[src/rtl/skt_pkg.sv]
`timescale 1ns / 1ps
// ----------------------------------------------------------------------------
// skt_pkg
// Shared types and constants for the sorted key table.
// ----------------------------------------------------------------------------
package skt_pkg;

  localparam int DEPTH_DEF    = 256;
  localparam int KEY_BITS_DEF = 32;

  localparam int CMD_W    = 3;
  localparam int SHIFT_W  = 32;
  localparam int LEN_W    = 31;
  localparam int INDEX_W  = 10;
  localparam int STATUS_W = 2;
  localparam int TOTAL_W  = 9;
  localparam int TGT_W    = 33;

  localparam logic [CMD_W-1:0] CMD_LB    = 3'd0;
  localparam logic [CMD_W-1:0] CMD_LT    = 3'd1;
  localparam logic [CMD_W-1:0] CMD_EXACT = 3'd2;
  localparam logic [CMD_W-1:0] CMD_INS   = 3'd3;
  localparam logic [CMD_W-1:0] CMD_DEL   = 3'd4;
  localparam logic [CMD_W-1:0] CMD_ROT   = 3'd5;

  localparam logic [STATUS_W-1:0] ST_OK       = 2'd0;
  localparam logic [STATUS_W-1:0] ST_FULL     = 2'd1;
  localparam logic [STATUS_W-1:0] ST_NOTFOUND = 2'd2;

  typedef enum logic [4:0] {
    S_IDLE,
    S_MOD,
    S_MOD_FIX,
    S_LB_CHK,
    S_LB_RD,
    S_LB_CMP,
    S_EX_RD,
    S_EX_CMP,
    S_DEL_CHK,
    S_DEL_RD,
    S_DEL_WR,
    S_INS_CHK,
    S_INS_RD,
    S_INS_WR,
    S_INS_PUT,
    S_ROT_RD,
    S_ROT_WR,
    S_CP_RD,
    S_CP_WR,
    S_DONE
  } skt_state_t;

endpackage

[src/rtl/skt_mod_unit.sv]
`timescale 1ns / 1ps
// ----------------------------------------------------------------------------
// skt_mod_unit
// Restoring remainder unit, one dividend bit per cycle.
// ----------------------------------------------------------------------------
module skt_mod_unit (
  input  logic                        clk,
  input  logic                        rst_n,
  input  logic                        start,
  input  logic [skt_pkg::SHIFT_W-1:0] dividend,
  input  logic [skt_pkg::LEN_W-1:0]   divisor,
  output logic                        done,
  output logic [skt_pkg::LEN_W-1:0]   remainder
);
  import skt_pkg::*;

  localparam int CNT_W = $clog2(SHIFT_W + 1);

  logic               active_r, active_nxt;
  logic               done_r, done_nxt;
  logic [CNT_W-1:0]   cnt_r, cnt_nxt;
  logic [SHIFT_W-1:0] a_r, a_nxt;
  logic [LEN_W-1:0]   rem_r, rem_nxt;
  logic [LEN_W-1:0]   div_r, div_nxt;
  logic [LEN_W:0]     trial;

  assign trial = {rem_r, a_r[SHIFT_W-1]};

  always_comb begin
    active_nxt = active_r;
    done_nxt   = 1'b0;
    cnt_nxt    = cnt_r;
    a_nxt      = a_r;
    rem_nxt    = rem_r;
    div_nxt    = div_r;
    if (start) begin
      active_nxt = 1'b1;
      cnt_nxt    = CNT_W'(SHIFT_W);
      a_nxt      = dividend;
      rem_nxt    = '0;
      div_nxt    = divisor;
    end else if (active_r) begin
      if (trial >= {1'b0, div_r}) begin
        rem_nxt = LEN_W'(trial - {1'b0, div_r});
      end else begin
        rem_nxt = trial[LEN_W-1:0];
      end
      a_nxt   = {a_r[SHIFT_W-2:0], 1'b0};
      cnt_nxt = cnt_r - CNT_W'(1);
      if (cnt_r == CNT_W'(1)) begin
        active_nxt = 1'b0;
        done_nxt   = 1'b1;
      end
    end
  end

  always_ff @(posedge clk) begin
    if (!rst_n) begin
      active_r <= 1'b0;
      done_r   <= 1'b0;
      cnt_r    <= '0;
    end else begin
      active_r <= active_nxt;
      done_r   <= done_nxt;
      cnt_r    <= cnt_nxt;
    end
    a_r   <= a_nxt;
    rem_r <= rem_nxt;
    div_r <= div_nxt;
  end

  assign done      = done_r;
  assign remainder = rem_r;

endmodule

[config.mk]
export PLATFORM = sky130hd
export DESIGN_NAME = skt_mod_unit
export DESIGN_NICKNAME = d
export VERILOG_FILES = /design/src/rtl/skt_pkg.sv /design/src/rtl/skt_mod_unit.sv
export SDC_FILE = /design/constraint.sdc
export NUM_CORES = 1
export LEC_CHECK = 0
export ABC_AREA = 0
export BUFFER_PORTS_ARGS = -buffer_cell sky130_fd_sc_hd__buf_2
export CORE_ASPECT_RATIO = 0.5
export CORE_MARGIN = 2
export CORE_UTILIZATION = 53
export CTS_BUF_LIST = sky130_fd_sc_hd__clkbuf_8
export DETAILED_ROUTE_END_ITERATION = 10
export PLACE_DENSITY = 0.84
export SYNTH_ARGS = -nofsm -noshare
export SYNTH_HDL_FRONTEND = slang
export SYNTH_SLANG_ARGS = --single-unit
[constraint.sdc]
create_clock -name clk -period 2.7 [get_ports clk]
set_clock_uncertainty 0.1 [all_clocks]
set_input_delay 0.54 -clock clk [delete_from_list [all_inputs] [get_ports clk]]
set_output_delay 0.54 -clock clk [all_outputs]
set_load 0.02 [all_outputs]
Word level (Yosys, flattened, before mapping)
Cells that the tools add are included.
{"block": "word_totals", "reg_bits": 102, "in_bits": 66, "out_inout_bits": 32, "wordCells": 25}
{"block": "classes", "addsub": 2, "order_cmp": 1, "n_eq_ne": 1, "mux": 9, "n_bitwise": 2, "n_reduce_logical": 3}
{"cell": "$mux 32", "count": 2}
{"cell": "$ge 32x31->1", "count": 1}
{"cell": "$mux 31", "count": 1}
{"cell": "$sub 31x31->31", "count": 1}
{"cell": "$mux 6", "count": 2}
{"cell": "$eq 6x1->1 const B", "count": 1}
{"cell": "$sub 6x1->6 const B", "count": 1}
{"cell": "$mux 1", "count": 4}
{"cell": "$reduce_or 3->1", "count": 1}
{"cell": "$not 1->1", "count": 2}
{"cell": "$reduce_bool 2->1", "count": 1}
{"cell": "$reduce_or 2->1", "count": 1}

Longest topological paths before layout
{"block": "logic_depth", "word_depth": 4, "mapped_depth": 13, "depth_no_buf": 11}

Worst setup path before layout
OpenSTA, ideal clock, no wires.
{"block": "synth_path", "path_type": "register to register", "start": "reg rem_r[0] (netlist: remainder[0])", "end": "reg rem_r[20] (netlist: remainder[20])", "setup_time_ps": 88, "t_arrival_ps": 2441, "required_ps": 2512, "path_slack_ps": 70, "stages_incl_launch_ff": 13, "path_buffers": 2, "synth_period_minus_slack_ps": 2630, "cell_sequence": "dfxtp_1 inv_1 fa_1 nor2b_1 o31ai_2 a211o_1 nand3_1 a21oi_2 a21oi_2 buf_6 buf_6 nand2_2 a311oi_2"}
{"block": "synth_via", "elab_chain_cells": 2, "elab_cells_between_ends": 3, "classes_between": "1 x add/sub; 1 x order compare; 1 x mux"}
{"item": "start, declared", "line_no": "skt_mod_unit.sv:23", "text": "logic [LEN_W-1:0] rem_r, rem_nxt;"}
{"item": "start signal, assigned", "line_no": "skt_mod_unit.sv:68", "text": "rem_r <= rem_nxt;"}
{"item": "$sub 31x31->31 or $ge 32x31->1 (tied branches)", "line_no": "skt_mod_unit.sv:44, skt_mod_unit.sv:43"}
{"item": "$mux 31 *", "line_no": "skt_mod_unit.sv:43", "text": "if (trial >= {1'b0, div_r}) begin"}
Mark *: on every way between the ends. The rest lies on a longest branch, timed or not.
A chain may end at the register's enable or synchronous reset.

Worst setup path after layout
{"block": "layout_path", "start": "reg div_r[1]", "end": "reg rem_r[23] (netlist: remainder[23])"}
{"block": "layout_via", "elab_chain_cells": 2, "elab_cells_between_ends": 3, "classes_between": "1 x add/sub; 1 x order compare; 1 x mux"}
{"item": "start, declared", "line_no": "skt_mod_unit.sv:24", "text": "logic [LEN_W-1:0] div_r, div_nxt;"}
{"item": "start signal, assigned", "line_no": "skt_mod_unit.sv:69", "text": "div_r <= div_nxt;"}
{"item": "$sub 31x31->31 or $ge 32x31->1 (tied branches)", "line_no": "skt_mod_unit.sv:44, skt_mod_unit.sv:43"}
{"item": "$mux 31 *", "line_no": "skt_mod_unit.sv:43"}
Marked as above.

==> key figures <==
Run status
  – Status: finished, violations left
  – Violated checks: negative setup slack

Critical path
  – CP arrival: 2.91 ns
  – Critical path buffers and inverters: 1
  – CP dominant cell by count: a21oi_2
  – RR Startpoint: div_r[1]
  – Crit. path cell count: 10
  – CP max stage cell: a2111o_1
  – Top delay family on crit path: compound AO/OA/AOI/OAI gates
  – WP data required: 2.91 ns
  – Setup crit end kind: flip-flop
  – Worst-path fanout max: 3
  – Worst R2R Path Depth: 10
  – Reg2Reg Setup Slack: -0.004 ns
  – Critical R2R Capture: remainder[23]
  – WS Path Type: reg2reg
  – CP cell instances: inv_1 -> ha_1 -> nor2b_1 -> o21ai_1 -> a21oi_2 -> o311ai_4 -> a2111o_1 -> a21oi_2 -> nor3_1 -> o32ai_2
  – Worst Setup Start Kind: flip-flop
  – Crit-path max cell delay: 0.47 ns

Cells and area
  – Synthesis-to-layout area growth: 23.2%
  – Post-Layout Inst Area: 0.00722 mm2
  – Most frequent cells in the layout: 96 x buf_2, 63 x edfxtp_1, 52 x nand2_1
  – Layout cells sized above 1: 36.4%
  – Post-Layout Cell Count: 854
  – Ant diodes: 0
  – Commonest non-fill, non-tap cell in the layout: buf_2
  – Fin nets: 804

Synthesis
  – Post-synthesis register bit count: 102
  – Yosys top cell by area: edfxtp_1
  – Post-synthesis average cell area: 10.3 um2
  – Synth area leaders: edfxtp_1 32%, dfxtp_1 13%, ha_1 7.0%
  – Post-Syn Instances: 571
  – Synthesized area: 0.00586 mm2
  – Sequential fraction of the synthesis area: 45.6%
  – Top FF cell, synth: edfxtp_1
  – Warnings, synthesis: 0
  – EDFF count, synth: 63
  – Async S/R FF share, synth: 0%
  – Yosys top cell area share: 32.3%
  – Mapped Nets: 671
  – Cell variety after synth: 72

STA
  – Slew Limit Fails: 0
  – Final period utilization: 100%
  – RSZ-0062 raised after global routing: yes
  – Slew headroom: 33.9%
  – Max Freq: 370 MHz
  – Setup-failing EPs final: 1
  – Final Hold Viols: 0
  – Slew @ Worst Pin: 0.984 ns
  – Fin crit period: 2.70 ns
  – Setup WS post-layout: -0.00409 ns

Placement
  – Detailed Place HPWL: 10300 um
  – Dpl cell area: 0.00672 mm2
  – GP Congestion: 0.937
  – # placed instances: 831
  – DP Worst Slack: -0.0582 ns
  – PortBufs: 97

Floorplanning
  – I/O Pins: 98
  – DIE AREA: 0.0120 mm2
  – Core Area: 0.0109 mm2
  – Rows: 27
  – Initial Util: 53.8%
  – Die Width: 153 um
  – Chip height: 78.3 um

Power and ir drop
  – Total power: 4.00 mW
  – Worst vdd ir: 309 uV
  – Pwr Density: 554 mW/mm2
  – Leak: 3.11 nW

Detailed routing
  – Routed WL: 14900 um
  – Via density: 5.92
  – ANT nets after route: 0
  – Vias post-DR: 5056
  – DR iter-0 viols: 477
  – Pre-antenna DRT Iters: 5
  – DRC viols: 0
  – Average wire per standard cell: 17.5 um

Clock tree
  – CTS Buf Count: 9
  – CTS H-tree depth: 3
  – # hold bufs at CTS: 0
  – Root buf cell: clkbuf_8
  – Max Root-Sink Buffers: 2
  – Clock net sink count: 102
  – CTS tree: yes
  – Clk Latency, worst-skew pair: 0.39 ns
  – Clk slew on worst S/H paths: 0.11 ns

GRT
  – Largest net degree at the start of global routing: 71
  – First-pass GRT wire length: 22700 um
  – Vias in the first global route: 4637
  – Initial antenna violation count: 0
  – GR Overflow Total: 0
  – GRT Overall Usage: 23.7%

Worst hold path
  – WHS Endpoint: div_r[11]
  – Hold Path Depth: 1
  – Hold Path Origin: divisor[11]
  – Worst Hold Class: in2reg

Flow run
  – Max-cap violations: 0
-- cell type report --
class / instances / area (um2)
Fill cell: 811 / 3660
Multi-Input combinational cell: 407 / 3150
Sequential cell: 102 / 2670
Timing Repair Buffer: 141 / 850
Tap cell: 145 / 181
Inverter: 43 / 161
Clock buffer: 9 / 124
Clock inverter: 7 / 75.1
-- Yosys cell counts, drive strengths merged, types with 3 or more instances --
master  instances
xor2           10
o21bai          5
a211oi          8
and3            8
nand2b          3
a21o           12
o31ai           3
nor3b           3
a32oi           4
nor3           14
inv            42
buf            11
o32ai           3
o21ai          23
or3             3
o21a            4
nand3          13
mux2i           9
dfxtp          39
a21oi          42
ha             33
edfxtp         63
a311oi         14
nand2          62
nor2b           5
clkbuf          9
mux2           31
xnor2          14
nor2           42
a31oi           3
-- through the flow --
step	hold WS (ns)	TNS (ns)	util, %
2_1_floorplan	0.344	0	-
3_3_place_gp	0.376	0	61.8
3_5_place_dp	0.386	-0.329	61.8
4_1_cts	0.211	0	64.0
5_1_grt	0.201	-0.758	66.4
6_report	0.222	-0.00409	66.4
-- state kept, by name, summed over array words and instances, names as in the netlist --
register and cells:
a_r 32, div_r 31, remainder 31, cnt_r 6
active_r 1, done 1
-- where the power goes --
| group | switching (mW) | total (mW) | internal [mW] |
|---|---|---|---|
| combinational | 0.651 | 1.15 | 0.494 |
| clock | 0.620 | 0.989 | 0.369 |
| sequential | 0.0681 | 1.87 | 1.80 |
| total | 1.34 | 4.00 | 2.66 |
-- timing repair --
action                                 CTS  global route
gates cloned                             1             1
pin swaps                                1            12
setup buffers                            0             5
gates resized for setup                 11            56
setup endpoints to repair               21            31
endpoints found under the hold margin    0             0
-- worst max path at each step --
stage | start | endpoint
floorplan | remainder[0] | remainder[20]
global placement | div_r[3] | remainder[19]
detailed placement | a_r[31] | remainder[13]
CTS | div_r[2] | remainder[13]
global route | div_r[1] | remainder[29]
finish | div_r[1] | remainder[23]
-- per-layer routing --
metal,routed length [um],global-route usage (%),vias up
li1,-,-,2361
met1,6420,31.6,2411
met2,6830,37.3,244
met3,1320,7.23,40
met4,331,7.78,0
met5,0,0,-
-- cell families (layout without fill, tap and decap cells) --
group,Yosys count,in the layout,synth area share (%)
adders and majority gates,34,34,7.39
DFF,102,102,45.6
AOI/OAI and AO/OA,143,144,18.3
xor gates and xnor gates,24,24,3.59
muxes,40,40,7.50
buffers and inverters,63,200,4.46
and+or+nand+nor,165,165,13.1
Note: power is estimated with default switching activity, not from simulation.
